<file path="config.mk">
export PLATFORM = sky130hd
export DESIGN_NAME = partition_allocator_fit_compact
export DESIGN_NICKNAME = d
export VERILOG_FILES = /design/src/design/pafc_pkg.sv /design/src/design/pafc_ctrl.sv /design/src/design/pafc_dp.sv /design/src/design/partition_allocator_fit_compact.sv
export SDC_FILE = /design/constraint.sdc
export NUM_CORES = 2
export LEC_CHECK = 0
export BUFFER_PORTS_ARGS = -buffer_cell sky130_fd_sc_hd__buf_2
export CAP_MARGIN = 20
export CORE_ASPECT_RATIO = 1.1
export CORE_MARGIN = 1
export CORE_UTILIZATION = 37
export CTS_CLUSTER_SIZE = 8
export DETAILED_ROUTE_END_ITERATION = 7
export PLACE_DENSITY = 0.65
export SYNTH_ARGS = -nofsm -noshare
export SYNTH_HDL_FRONTEND = slang
export SYNTH_SLANG_ARGS = --single-unit
</file>
<file path="constraint.sdc">
create_clock -name clk -period 8.61 [get_ports clk]
set_input_delay 1.2915 -clock clk [delete_from_list [all_inputs] [get_ports clk]]
set_output_delay 1.2915 -clock clk [all_outputs]
set_load 0.02 [all_outputs]
</file>
<file path="src/design/pafc_pkg.sv">
// shared types and constants of the partition allocator
package pafc_pkg;

  localparam int TABLE_ENTRIES_DEF = 64;
  localparam logic [15:0] RESET_TOTAL_KB = 16'd10240;

  // request codes, the spare code behaves as compact
  typedef enum logic [1:0] {
    REQ_ALLOC   = 2'd0,
    REQ_FREE    = 2'd1,
    REQ_COMPACT = 2'd2,
    REQ_SPARE   = 2'd3
  } req_t;

  typedef enum logic [2:0] {
    ST_ALLOCATED = 3'd0,
    ST_FRAG      = 3'd1,
    ST_OOM       = 3'd2,
    ST_FREED     = 3'd3,
    ST_COMPACTED = 3'd4
  } status_t;

  typedef enum logic [0:0] {
    CFG_FIT_POLICY = 1'b0,
    CFG_TOTAL_KB   = 1'b1
  } cfg_idx_t;

  typedef enum logic [1:0] {
    SW_SCAN  = 2'd0,
    SW_FREE  = 2'd1,
    SW_PACK  = 2'd2,
    SW_SHIFT = 2'd3
  } sweep_mode_t;

  typedef enum logic [3:0] {
    S_IDLE,
    S_GO,
    S_WAIT,
    S_PICK,
    S_SHIFT_GO,
    S_SHIFT_WAIT,
    S_SPLIT,
    S_TAIL,
    S_RESULT
  } state_t;

  typedef struct packed {
    logic [15:0] start;
    logic [15:0] size;
    logic        is_free;
    logic [7:0]  owner;
  } entry_t;

  typedef struct packed {
    logic        req_ld;
    logic        sweep_go;
    sweep_mode_t mode;
    logic        pick_wr;
    logic        split_wr;
    logic        tail_wr;
    logic        result_ld;
  } cmd_t;

  typedef struct packed {
    logic busy;
    logic found;
    logic split;
    req_t req_kind;
    logic out_free;
  } sts_t;

endpackage

</file>
<file path="src/design/pafc_ctrl.sv">
// request sequencer of the partition allocator
module pafc_ctrl import pafc_pkg::*; (
  input  logic clk,
  input  logic rst,
  input  logic in_valid,
  output logic in_stall,
  input  sts_t sts,
  output cmd_t cmd
);

  state_t state, state_next;

  // state register
  always_ff @(posedge clk) begin
    if (rst) begin
      state <= S_IDLE;
    end else begin
      state <= state_next;
    end
  end

  // next state
  always_comb begin
    state_next = state;
    case (state)
      S_IDLE: begin
        if (in_valid) state_next = S_GO;
      end
      S_GO: state_next = S_WAIT;
      S_WAIT: begin
        if (!sts.busy) begin
          case (sts.req_kind)
            REQ_ALLOC: state_next = sts.found ? S_PICK : S_RESULT;
            REQ_FREE:  state_next = S_RESULT;
            default:   state_next = S_TAIL;
          endcase
        end
      end
      S_PICK: state_next = sts.split ? S_SHIFT_GO : S_RESULT;
      S_SHIFT_GO: state_next = S_SHIFT_WAIT;
      S_SHIFT_WAIT: begin
        if (!sts.busy) state_next = S_SPLIT;
      end
      S_SPLIT: state_next = S_RESULT;
      S_TAIL: state_next = S_RESULT;
      S_RESULT: begin
        if (sts.out_free) state_next = S_IDLE;
      end
      default: state_next = S_IDLE;
    endcase
  end

  // commands to the datapath
  always_comb begin
    cmd = '0;
    cmd.mode = SW_SCAN;
    in_stall = (state != S_IDLE);
    case (state)
      S_IDLE: cmd.req_ld = in_valid;
      S_GO: begin
        cmd.sweep_go = 1'b1;
        case (sts.req_kind)
          REQ_ALLOC: cmd.mode = SW_SCAN;
          REQ_FREE:  cmd.mode = SW_FREE;
          default:   cmd.mode = SW_PACK;
        endcase
      end
      S_PICK: cmd.pick_wr = 1'b1;
      S_SHIFT_GO: begin
        cmd.sweep_go = 1'b1;
        cmd.mode = SW_SHIFT;
      end
      S_SPLIT: cmd.split_wr = 1'b1;
      S_TAIL: cmd.tail_wr = 1'b1;
      S_RESULT: cmd.result_ld = sts.out_free;
      default: cmd.mode = SW_SCAN;
    endcase
  end

endmodule

</file>
<file path="src/design/pafc_dp.sv">
// partition table memory, sweep pipeline and totals
module pafc_dp import pafc_pkg::*; #(
  parameter int TABLE_ENTRIES = TABLE_ENTRIES_DEF
) (
  input  logic        clk,
  input  logic        rst,
  input  logic        cfg_we,
  input  logic [0:0]  cfg_index,
  input  logic [15:0] cfg_data,
  input  logic [1:0]  req_type,
  input  logic [7:0]  owner_id,
  input  logic [15:0] size_kb,
  input  logic        out_stall,
  input  cmd_t        cmd,
  output sts_t        sts,
  output logic        out_valid,
  output logic [2:0]  status,
  output logic [15:0] block_start,
  output logic [15:0] amount_kb,
  output logic [15:0] free_total_kb,
  output logic        fragmented
);

  localparam int IDX_W = $clog2(TABLE_ENTRIES);
  localparam int CNT_W = $clog2(TABLE_ENTRIES + 1);
  localparam logic [CNT_W-1:0] FULL = CNT_W'(TABLE_ENTRIES);

  entry_t mem [TABLE_ENTRIES];
  entry_t rdata;
  entry_t wd;
  logic             we;
  logic [IDX_W-1:0] wa;

  logic             fit_policy;
  logic [CNT_W-1:0] count;
  logic [15:0]      free_kb;
  logic             frag;
  req_t             req_kind;
  logic [7:0]       owner;
  logic [15:0]      need;

  logic [IDX_W-1:0] rd_ptr;
  logic [CNT_W-1:0] rd_left;
  logic             ev_vld;
  logic [IDX_W-1:0] ev_ptr;
  sweep_mode_t      mode_q;

  logic             found;
  logic [IDX_W-1:0] pick;
  logic [15:0]      pick_start;
  logic [15:0]      pick_size;
  logic [15:0]      best_diff;
  logic [15:0]      freed;
  logic [15:0]      offset;
  logic [CNT_W-1:0] active;

  logic        restart;
  logic        fits;
  logic [15:0] diff;
  logic        tail_ok;

  assign restart = cfg_we && (cfg_index == CFG_TOTAL_KB);
  assign fits    = rdata.is_free && (rdata.size >= need);
  assign diff    = rdata.size - need;
  assign tail_ok = (free_kb != 16'd0) && (active < FULL);

  // memory write port
  always_comb begin
    we = 1'b0;
    wa = '0;
    wd = '0;
    if (rst || restart) begin
      we = 1'b1;
      wd.size = rst ? RESET_TOTAL_KB : cfg_data;
      wd.is_free = 1'b1;
    end else if (ev_vld && mode_q == SW_FREE) begin
      if (!rdata.is_free && rdata.owner == owner) begin
        we = 1'b1;
        wa = ev_ptr;
        wd.start = rdata.start;
        wd.size = rdata.size;
        wd.is_free = 1'b1;
      end
    end else if (ev_vld && mode_q == SW_PACK) begin
      if (!rdata.is_free) begin
        we = 1'b1;
        wa = active[IDX_W-1:0];
        wd = rdata;
        wd.start = offset;
      end
    end else if (ev_vld && mode_q == SW_SHIFT) begin
      we = 1'b1;
      wa = ev_ptr + IDX_W'(1);
      wd = rdata;
    end else if (cmd.pick_wr) begin
      we = 1'b1;
      wa = pick;
      wd.start = pick_start;
      wd.size = need;
      wd.owner = owner;
    end else if (cmd.split_wr) begin
      we = 1'b1;
      wa = pick + IDX_W'(1);
      wd.start = pick_start + need;
      wd.size = pick_size - need;
      wd.is_free = 1'b1;
    end else if (cmd.tail_wr && tail_ok) begin
      we = 1'b1;
      wa = active[IDX_W-1:0];
      wd.start = offset;
      wd.size = free_kb;
      wd.is_free = 1'b1;
    end
  end

  // table memory with registered read
  always_ff @(posedge clk) begin
    if (we) mem[wa] <= wd;
    if (rd_left != '0) rdata <= mem[rd_ptr];
  end

  // sweep read pipeline
  always_ff @(posedge clk) begin
    if (rst) begin
      rd_left <= '0;
      ev_vld <= 1'b0;
      mode_q <= SW_SCAN;
    end else if (cmd.sweep_go) begin
      mode_q <= cmd.mode;
      ev_vld <= 1'b0;
      if (cmd.mode == SW_SHIFT) begin
        rd_ptr <= IDX_W'(count - CNT_W'(1));
        rd_left <= count - CNT_W'(1) - CNT_W'(pick);
      end else begin
        rd_ptr <= '0;
        rd_left <= count;
      end
    end else begin
      ev_vld <= (rd_left != '0);
      ev_ptr <= rd_ptr;
      if (rd_left != '0) begin
        rd_left <= rd_left - CNT_W'(1);
        rd_ptr <= (mode_q == SW_SHIFT) ? rd_ptr - IDX_W'(1) : rd_ptr + IDX_W'(1);
      end
    end
  end

  // request latch and per-sweep accumulators
  always_ff @(posedge clk) begin
    if (cmd.req_ld) begin
      req_kind <= req_t'(req_type);
      owner <= owner_id;
      need <= size_kb;
    end
    if (cmd.sweep_go && cmd.mode != SW_SHIFT) begin
      found <= 1'b0;
      freed <= '0;
      offset <= '0;
      active <= '0;
    end else if (ev_vld) begin
      case (mode_q)
        SW_SCAN: begin
          if (fits && (!found || (fit_policy && diff < best_diff))) begin
            found <= 1'b1;
            pick <= ev_ptr;
            best_diff <= diff;
            pick_start <= rdata.start;
            pick_size <= rdata.size;
          end
        end
        SW_FREE: begin
          if (!rdata.is_free && rdata.owner == owner) freed <= freed + rdata.size;
        end
        SW_PACK: begin
          if (!rdata.is_free) begin
            offset <= offset + rdata.size;
            active <= active + CNT_W'(1);
          end
        end
        default: ;
      endcase
    end
  end

  // configuration, table count, free total and fragmentation flag
  always_ff @(posedge clk) begin
    if (rst) begin
      fit_policy <= 1'b0;
      count <= CNT_W'(1);
      free_kb <= RESET_TOTAL_KB;
      frag <= 1'b0;
    end else if (restart) begin
      count <= CNT_W'(1);
      free_kb <= cfg_data;
      frag <= 1'b0;
    end else begin
      if (cfg_we && cfg_index == CFG_FIT_POLICY) fit_policy <= cfg_data[0];
      if (ev_vld && mode_q == SW_FREE && !rdata.is_free && rdata.owner == owner) begin
        free_kb <= free_kb + rdata.size;
      end
      if (cmd.pick_wr) free_kb <= free_kb - need;
      if (cmd.split_wr) count <= count + CNT_W'(1);
      if (cmd.tail_wr) begin
        count <= active + CNT_W'(tail_ok);
        frag <= 1'b0;
      end
      if (cmd.result_ld && req_kind == REQ_ALLOC && !found && free_kb >= need) frag <= 1'b1;
    end
  end

  // result register
  always_ff @(posedge clk) begin
    if (rst) begin
      out_valid <= 1'b0;
    end else if (cmd.result_ld) begin
      out_valid <= 1'b1;
    end else if (!out_stall) begin
      out_valid <= 1'b0;
    end
  end

  always_ff @(posedge clk) begin
    if (cmd.result_ld) begin
      block_start <= '0;
      amount_kb <= '0;
      free_total_kb <= free_kb;
      fragmented <= frag;
      case (req_kind)
        REQ_ALLOC: begin
          if (found) begin
            status <= ST_ALLOCATED;
            block_start <= pick_start;
            amount_kb <= need;
          end else if (free_kb >= need) begin
            status <= ST_FRAG;
            fragmented <= 1'b1;
          end else begin
            status <= ST_OOM;
          end
        end
        REQ_FREE: begin
          status <= ST_FREED;
          amount_kb <= freed;
        end
        default: status <= ST_COMPACTED;
      endcase
    end
  end

  assign sts.busy = (rd_left != '0) || ev_vld;
  assign sts.found = found;
  assign sts.split = (pick_size != need) && (count < FULL);
  assign sts.req_kind = req_kind;
  assign sts.out_free = !out_valid || !out_stall;

  // the table never holds more entries than it has rows
  a_count_range: assert property (@(posedge clk) disable iff (rst) count <= FULL)
    else $error("partition count beyond table size");
  // a shift only runs while the table has a free row
  a_shift_room: assert property (@(posedge clk) disable iff (rst)
    (cmd.sweep_go && cmd.mode == SW_SHIFT) |-> (count < FULL && found))
    else $error("split shift without room");
  // a result is never loaded over one still waiting
  a_no_overwrite: assert property (@(posedge clk) disable iff (rst)
    (out_valid && out_stall) |-> !cmd.result_ld)
    else $error("result register overwritten");

endmodule

</file>
<file path="src/design/partition_allocator_fit_compact.sv">
// Partition allocator with first-fit or best-fit placement and compaction.
// One request is handled at a time. The table sits in a single-port-write,
// single-read memory and every request sweeps it at one entry a cycle. An
// allocate whose leftover is split off into a new entry sweeps it once more,
// from the last entry down to the one after the pick, moving each up a row.
// The result sits in an output register, so the next request is taken while
// it waits. Writing total_kb restarts the table as one free block.
module partition_allocator_fit_compact import pafc_pkg::*; #(
  parameter int TABLE_ENTRIES = TABLE_ENTRIES_DEF
) (
  input  logic        clk,
  input  logic        rst,
  input  logic        cfg_we,
  input  logic [0:0]  cfg_index,
  input  logic [15:0] cfg_data,
  input  logic        in_valid,
  output logic        in_stall,
  input  logic [1:0]  req_type,
  input  logic [7:0]  owner_id,
  input  logic [15:0] size_kb,
  output logic        out_valid,
  input  logic        out_stall,
  output logic [2:0]  status,
  output logic [15:0] block_start,
  output logic [15:0] amount_kb,
  output logic [15:0] free_total_kb,
  output logic        fragmented
);

  cmd_t cmd;
  sts_t sts;

  // sequencer
  pafc_ctrl u_ctrl (
    .clk      (clk),
    .rst      (rst),
    .in_valid (in_valid),
    .in_stall (in_stall),
    .sts      (sts),
    .cmd      (cmd)
  );

  // table and arithmetic
  pafc_dp #(.TABLE_ENTRIES(TABLE_ENTRIES)) u_dp (
    .clk           (clk),
    .rst           (rst),
    .cfg_we        (cfg_we),
    .cfg_index     (cfg_index),
    .cfg_data      (cfg_data),
    .req_type      (req_type),
    .owner_id      (owner_id),
    .size_kb       (size_kb),
    .out_stall     (out_stall),
    .cmd           (cmd),
    .sts           (sts),
    .out_valid     (out_valid),
    .status        (status),
    .block_start   (block_start),
    .amount_kb     (amount_kb),
    .free_total_kb (free_total_kb),
    .fragmented    (fragmented)
  );

endmodule
</file>
# Word-level counts from Yosys, hierarchy flattened
# Memory sizes are Yosys's and may differ from the RTL's. A register that Yosys moved wholly into a read port is not among the register bits.
# Cells that the tools add are included.
[totals]
reg_bits = 224
latchBits = 0
ram_bits = 2624
mem_bits_ro = 0
word_cells = 201
n_memories = 1
[op_classes]
n_addsub = 17
n_mul = 0
n_div = 0
n_lt_le_gt_ge = 5
eq_ne = 21
n_shift = 0
mux = 75
n_bitwise = 6
reduce_logical = 49
[memory_table]
columns = ["memory", "depth", "word_bits", "read_ports", "rd_clocked_by_memory_dff", "wr", "line", "text"]
rows = [
  ["u_dp.mem", 64, 41, 1, 1, 1, "pafc_dp.sv:28", "entry_t mem [TABLE_ENTRIES];"],
]
[op_table]
columns = ["operator", "count"]
rows = [
  ["$mux W33", 4],
  ["$mux W41", 3],
  ["$mux W16", 6],
  ["$mux W6", 13],
  ["$add A16 B16 Y16", 4],
  ["$sub A16 B16 Y16", 3],
  ["$mux W7", 5],
  ["$ge A16 B16 Y1", 2],
  ["$mux W32", 1],
  ["$pmux W16 S2", 1],
  ["$pmux W4 S8", 1],
  ["$mux W1", 25],
  ["$mux W4", 6],
  ["$mux W8", 3],
  ["$add A6 B1 Y6 const B", 3],
  ["$logic_and A1 B1 Y1", 18],
  ["$mux W17", 1],
  ["$eq A4 B3 Y1 const B", 4],
  ["$lt A16 B16 Y1", 1],
  ["$ne A16 B16 Y1", 1],
  ["$reduce_bool A16 Y1", 1],
  ["$add A7 B1 Y7 const B", 2],
  ["$lt A7 B7 Y1 const B", 2],
  ["$sub A7 B1 Y7 const B", 2],
  ["other kinds (29)", 61],
]

# Longest topological paths before layout
[logic_depth]
ltp_word = 12
ltp_mapped = 18
mapped_depth_nobuf = 18

# Hierarchy
# From an unflattened synthesis, not the netlist that was laid out.
[unflattened]
cells_unflattened = 5696
area_unflattened_um2 = 117087.3
[modules_own_cells]
columns = ["mod", "n_inst", "cells_each", "area_per_inst_um2"]
rows = [
  ["pafc_dp", 1, 5642, 116659.4],
  ["pafc_ctrl", 1, 54, 427.9],
]

# Least setup slack after synthesis
# Ideal clock, no wire load.
[synth_path]
path_type = "input port to flip-flop"
from = "in rst"
to = "mem u_dp.mem[0][33] (netlist bit), data pin"
setup_ns = 1.289
arrival_time_ns = 7.974
t_required_ns = 7.321
setup_slack_ns = -0.653
cell_stages = 6
path_cell_list = "buf_2 -> inv_1 -> nand2_1 -> nor4_4 -> nor2_1 -> a2111oi_0"
[synth_lines]
columns = ["item", "line", "text"]
rows = [
  ["start, declared", "partition_allocator_fit_compact.sv:12", "input logic rst,"],
  ["end, declared", "pafc_dp.sv:28", ""],
]

# Final worst setup path
[layout_path]
from = "in cfg_we"
to = "mem u_dp.mem[29][13] (netlist bit) (enable)"
[layout_via]
elab_chain_cells = 5
word_cells_on_any_way = 6
cone_classes = "mux: 4; reduce/logical: 2"
[layout_lines]
columns = ["item", "line", "text"]
rows = [
  ["start, declared", "partition_allocator_fit_compact.sv:13", "input logic cfg_we,"],
  ["$logic_and A1 B1 Y1 (*)", "pafc_dp.sv:62", "assign restart = cfg_we && (cfg_index == CFG_TOTAL_KB);"],
  ["$logic_or A1 B1 Y1 (*)", "pafc_dp.sv:72", "if (rst || restart) begin"],
  ["$mux W1", "pafc_dp.sv:72", ""],
  ["$mux W1", "pafc_dp.sv:118", "if (we) mem[wa] <= wd;"],
  ["$mux W1 (implied by the code)", "pafc_dp.sv:118", ""],
]
# Mark *: on every way between the ends. The rest lies on a longest branch, timed or not.

==> impl_results.md <==
- Max H-tree Level: 5
- FP Rows: 216
- Ys flop type: edfxtp_1
- Drt first pass iters: 8
- DR vias/cell: 5.903
- Hold Path Class: flip-flop to flip-flop
- Setup TNS: 0 ns
- CTS buffer count: 406
- First DRT Iteration DRCs: 8022
- Critical-path cell list: buf_2 > nand2_1 > buf_4 > nand2_1 > buf_4 > nor4_4 > a21oi_1 > a31oi_1 > nand3_1 > nor2_4 > buf_4
- Post-synthesis register bit count: 2889
- Number of cells on the worst reg-to-reg path: 10
- RSZ-0062 raised after global routing: no
- Largest cells by area after synthesis: edfxtp_1 72%, mux4_2 16%, ha_1 1.5%
- CP startpoint: cfg_we
- Flop2flop setup slack: 2.99 ns
- Post-CTS sizing: 0
- Cells after DPL: 9832
- CP delay by family, top: simple AND/OR/NAND/NOR gates
- CTS Root Cell: clkbuf_16
- Largest net degree at the start of global routing: 136
- Hold Path Sink: u_dp.freed[3]
- Chip Width: 538.4 um
- Endpoints failing hold: 0
- Synth cell types: 82
- Sum of buffers and inverters on the critical path: 4
- Clock share of power: 31.6%
- Status: complete, no violations
- Final Cycle Share: 66.09%
- Int Pwr: 30.29 mW
- Total grt overflow: 0
- Share of cells above drive strength 1: 27.81%
- Critical Path Most Common Cell: buf_4
- Number of hold buffers added after cts: 0
- Slowest cell on the critical path: nor2_4
- Final Setup Violations: 0
- Crit Path Category: input pin to flip-flop
- # port buffers: 101
- Max incr delay on CP: 1.02 ns
- Max Fclk: 175.7 MHz
- Die Area: 0.3187 mm2
- Initial core utilization: 37.19%
- Post-route core utilization: 42.85%
- Mapped cell area: 0.1171 mm2
- Initial antenna violation count: 34
- Synth-to-Final Area Change: 15.22%
- Drc violations: 0
- Asr flop ratio synth: 0%
- Hold Crit Depth: 2
- Peak VDD IR: 314.0 uV
- NumNets Final: 6297
- First-pass GRT wire length: 455500 um
- Longest Clk Path Bufs: 4
- Leakage: 44.13 nW
- R2r endpoint: u_dp.mem[29][13]
- Synth warnings: 0
- CTS tree: yes
- HP Start: u_dp.freed[3]
- Share of the synthesized area in the top cell type: 72.04%
- Sequential area share after synthesis: 73.41%
- Aggregate global-route resource usage: 19.89%
- Fin area: 0.1349 mm2
- Dpl hpwl: 201500 um
- Post-synth EDFFs: 2809
- Syn_area_per_cell: 20.57 um2
- Cell accounting for the most synthesized area: edfxtp_1
- Fillcell total: 26540
- Launch point of the worst reg-to-reg path: u_ctrl.state[3]
- Setup Buffers After CTS: 0
- Clk_skew: 0.08930 ns
- Clock sink total: 2889
- Core ar.: 0.3149 mm2
- WL final: 321700 um
- Min Tclk post-route: 5.690 ns
- Maxcap violations: 0
- Final ANT Viol Nets: 0
- DR WL/cell: 31.18 um
- Synthesized net count: 5890
- Num ports: 102
- Req. time, crit path: 9.16 ns
- Worst setup EP type: flip-flop
- Non-filler cells, final: 10320
- Slew HR: 23.88%
- Max-slew violation count: 0
- Via count: 60900
- Logic pwr share: 30.8%
- Post-DP Area: 0.1239 mm2
- Total power: 44.66 mW
- Startpoint types: input pin
- Worst-path clk slew: 0.05 ns
- Vias in the first global route: 60120
- Syn Inst Count: 5693
- Net Sw Frac: 32.18%
- Tightest Pin Transition: 1.137 ns
- Crit path DAT: 6.24 ns
- Switching power: 14.37 mW
- Die height: 592.0 um
- Sequential share of power: 37.7%
- Clk Latency, worst-skew pair: 0.93 ns
- Critical Path Fanout Max: 26
- RePlAce Congestion: 0.9242
- Pwr dens: 331.0 mW/mm2
## layout by cell type (no fill, tap or decap), types with 34 or more instances in the layout
cell and count:
o21ai_0 100, a211oi_1 34, nor2_4 77, xor2_1 37, a21o_1 40, buf_4 167, clkbuf_16 408, ha_1 140
xnor2_1 70, nand3_1 51, nand2_1 195, edfxtp_1 2809, nor3_1 56, mux4_2 849, inv_1 88, nor2_1 109
dfxtp_1 80, clkbuf_1 34, a21oi_1 195, buf_2 101
## flip-flops by register name, summed over array words and instances (netlist names), 6 cells and up
signal              count
u_dp.freed             16
u_dp.count              7
u_dp.amount_kb         16
u_dp.free_total_kb     16
u_dp.free_kb           16
u_dp.mem             2624
u_dp.pick               6
u_dp.block_start       16
u_dp.offset            16
u_dp.rd_left            7
u_dp.rdata             41
u_dp.rd_ptr             6
u_dp.owner              8
u_dp.need              16
u_dp.pick_start        16
u_dp.active             7
u_dp.pick_size         16
u_dp.best_diff         16
u_dp.ev_ptr             6
## routing by layer
layer / part of all wire [%] / global-route usage [%]
met5: 0.017 / 0
met4: 3.3 / 6.656
met3: 9.4 / 3.494
met2: 48 / 31.90
met1: 40 / 27.53
## worst max-delay path by stage
stage	end	slack (ns)	depth (start not counted)
after floorplan	u_dp.mem[0][37]	-0.60	6
after global placement	u_dp.mem[15][2]	2.33	11
after detailed placement	u_dp.mem[29][9]	2.27	11
after CTS	u_dp.mem[29][13]	3.20	11
after global routing	u_dp.mem[15][6]	2.76	10
final	u_dp.mem[29][13]	2.92	11
## synthesized netlist by cell type, types with 19 or more instances
| cell | number |
|---|---|
| a22oi_1 | 24 |
| edfxtp_1 | 2809 |
| dfxtp_1 | 80 |
| buf_2 | 76 |
| a21o_1 | 40 |
| a31oi_1 | 19 |
| a211oi_1 | 36 |
| a221oi_1 | 19 |
| clkbuf_1 | 172 |
| mux4_2 | 849 |
| nand3_1 | 51 |
| xnor2_1 | 70 |
| or3_1 | 21 |
| nor2_1 | 172 |
| and2_1 | 25 |
| mux2i_1 | 19 |
| and3_1 | 20 |
| a21oi_1 | 200 |
| xor2_1 | 37 |
| inv_1 | 89 |
| nor3_1 | 59 |
| buf_1 | 29 |
| o21ai_0 | 106 |
| nand2_1 | 196 |
| ha_1 | 140 |
## tightest hold or removal path, delay by kind of cell (launching register included)
| family | cells | cell delay (ns) |
|---|---|---|
| simple gates | 1 | 0.06 |
| compound gates | 1 | 0.05 |
| flops | 1 | 0.32 |
## power by group through the flow
stage	registers [mW]	logic [mW]	clock network [mW]
2_1_floorplan	16.8	8.61	0
3_3_place_gp	17.0	13.6	0
3_5_place_dp	17.0	13.7	0
4_1_cts	16.8	13.8	14.3
5_1_grt	16.8	14.3	14.8
6_report	16.8	13.7	14.1
## cell type report
type | count | area, um2 | share of cell area, %
diodes | 12 | 30.03 | 0.02226
clock buffers | 443 | 10350 | 7.673
clock inverters | 28 | 541.8 | 0.4016
inverters | 90 | 337.8 | 0.2504
multi-input cells | 2433 | 30510 | 22.62
flip-flops and latches | 2889 | 85950 | 63.71
well taps | 4142 | 5182 | 3.841
repair buffers | 280 | 1999 | 1.482
## cells by family (layout without fill, tap and decap cells)
kind of cell    count (synthesis)  in the layout  share of synthesized area (%)
simple gates                  666            666                          2.746
buf+inv                       371            841                          1.296
compound gates                630            630                          3.484
xor+xnor                      107            107                         0.8004
flops                        2889           2889                          73.41
other cells                     0             12                              0
fa+ha+maj                     149            149                          1.650
mux                           881            881                          16.62
## metrics by stage
stage,setup WS (ns),hold slack (ns)
after floorplan,-0.5958,0.4208
after global placement,2.331,0.4641
after detailed placement,2.267,0.4680
after CTS,3.195,0.4751
after global routing,2.757,0.5049
final,2.920,0.4721
Power figures use the tool's default switching activity.
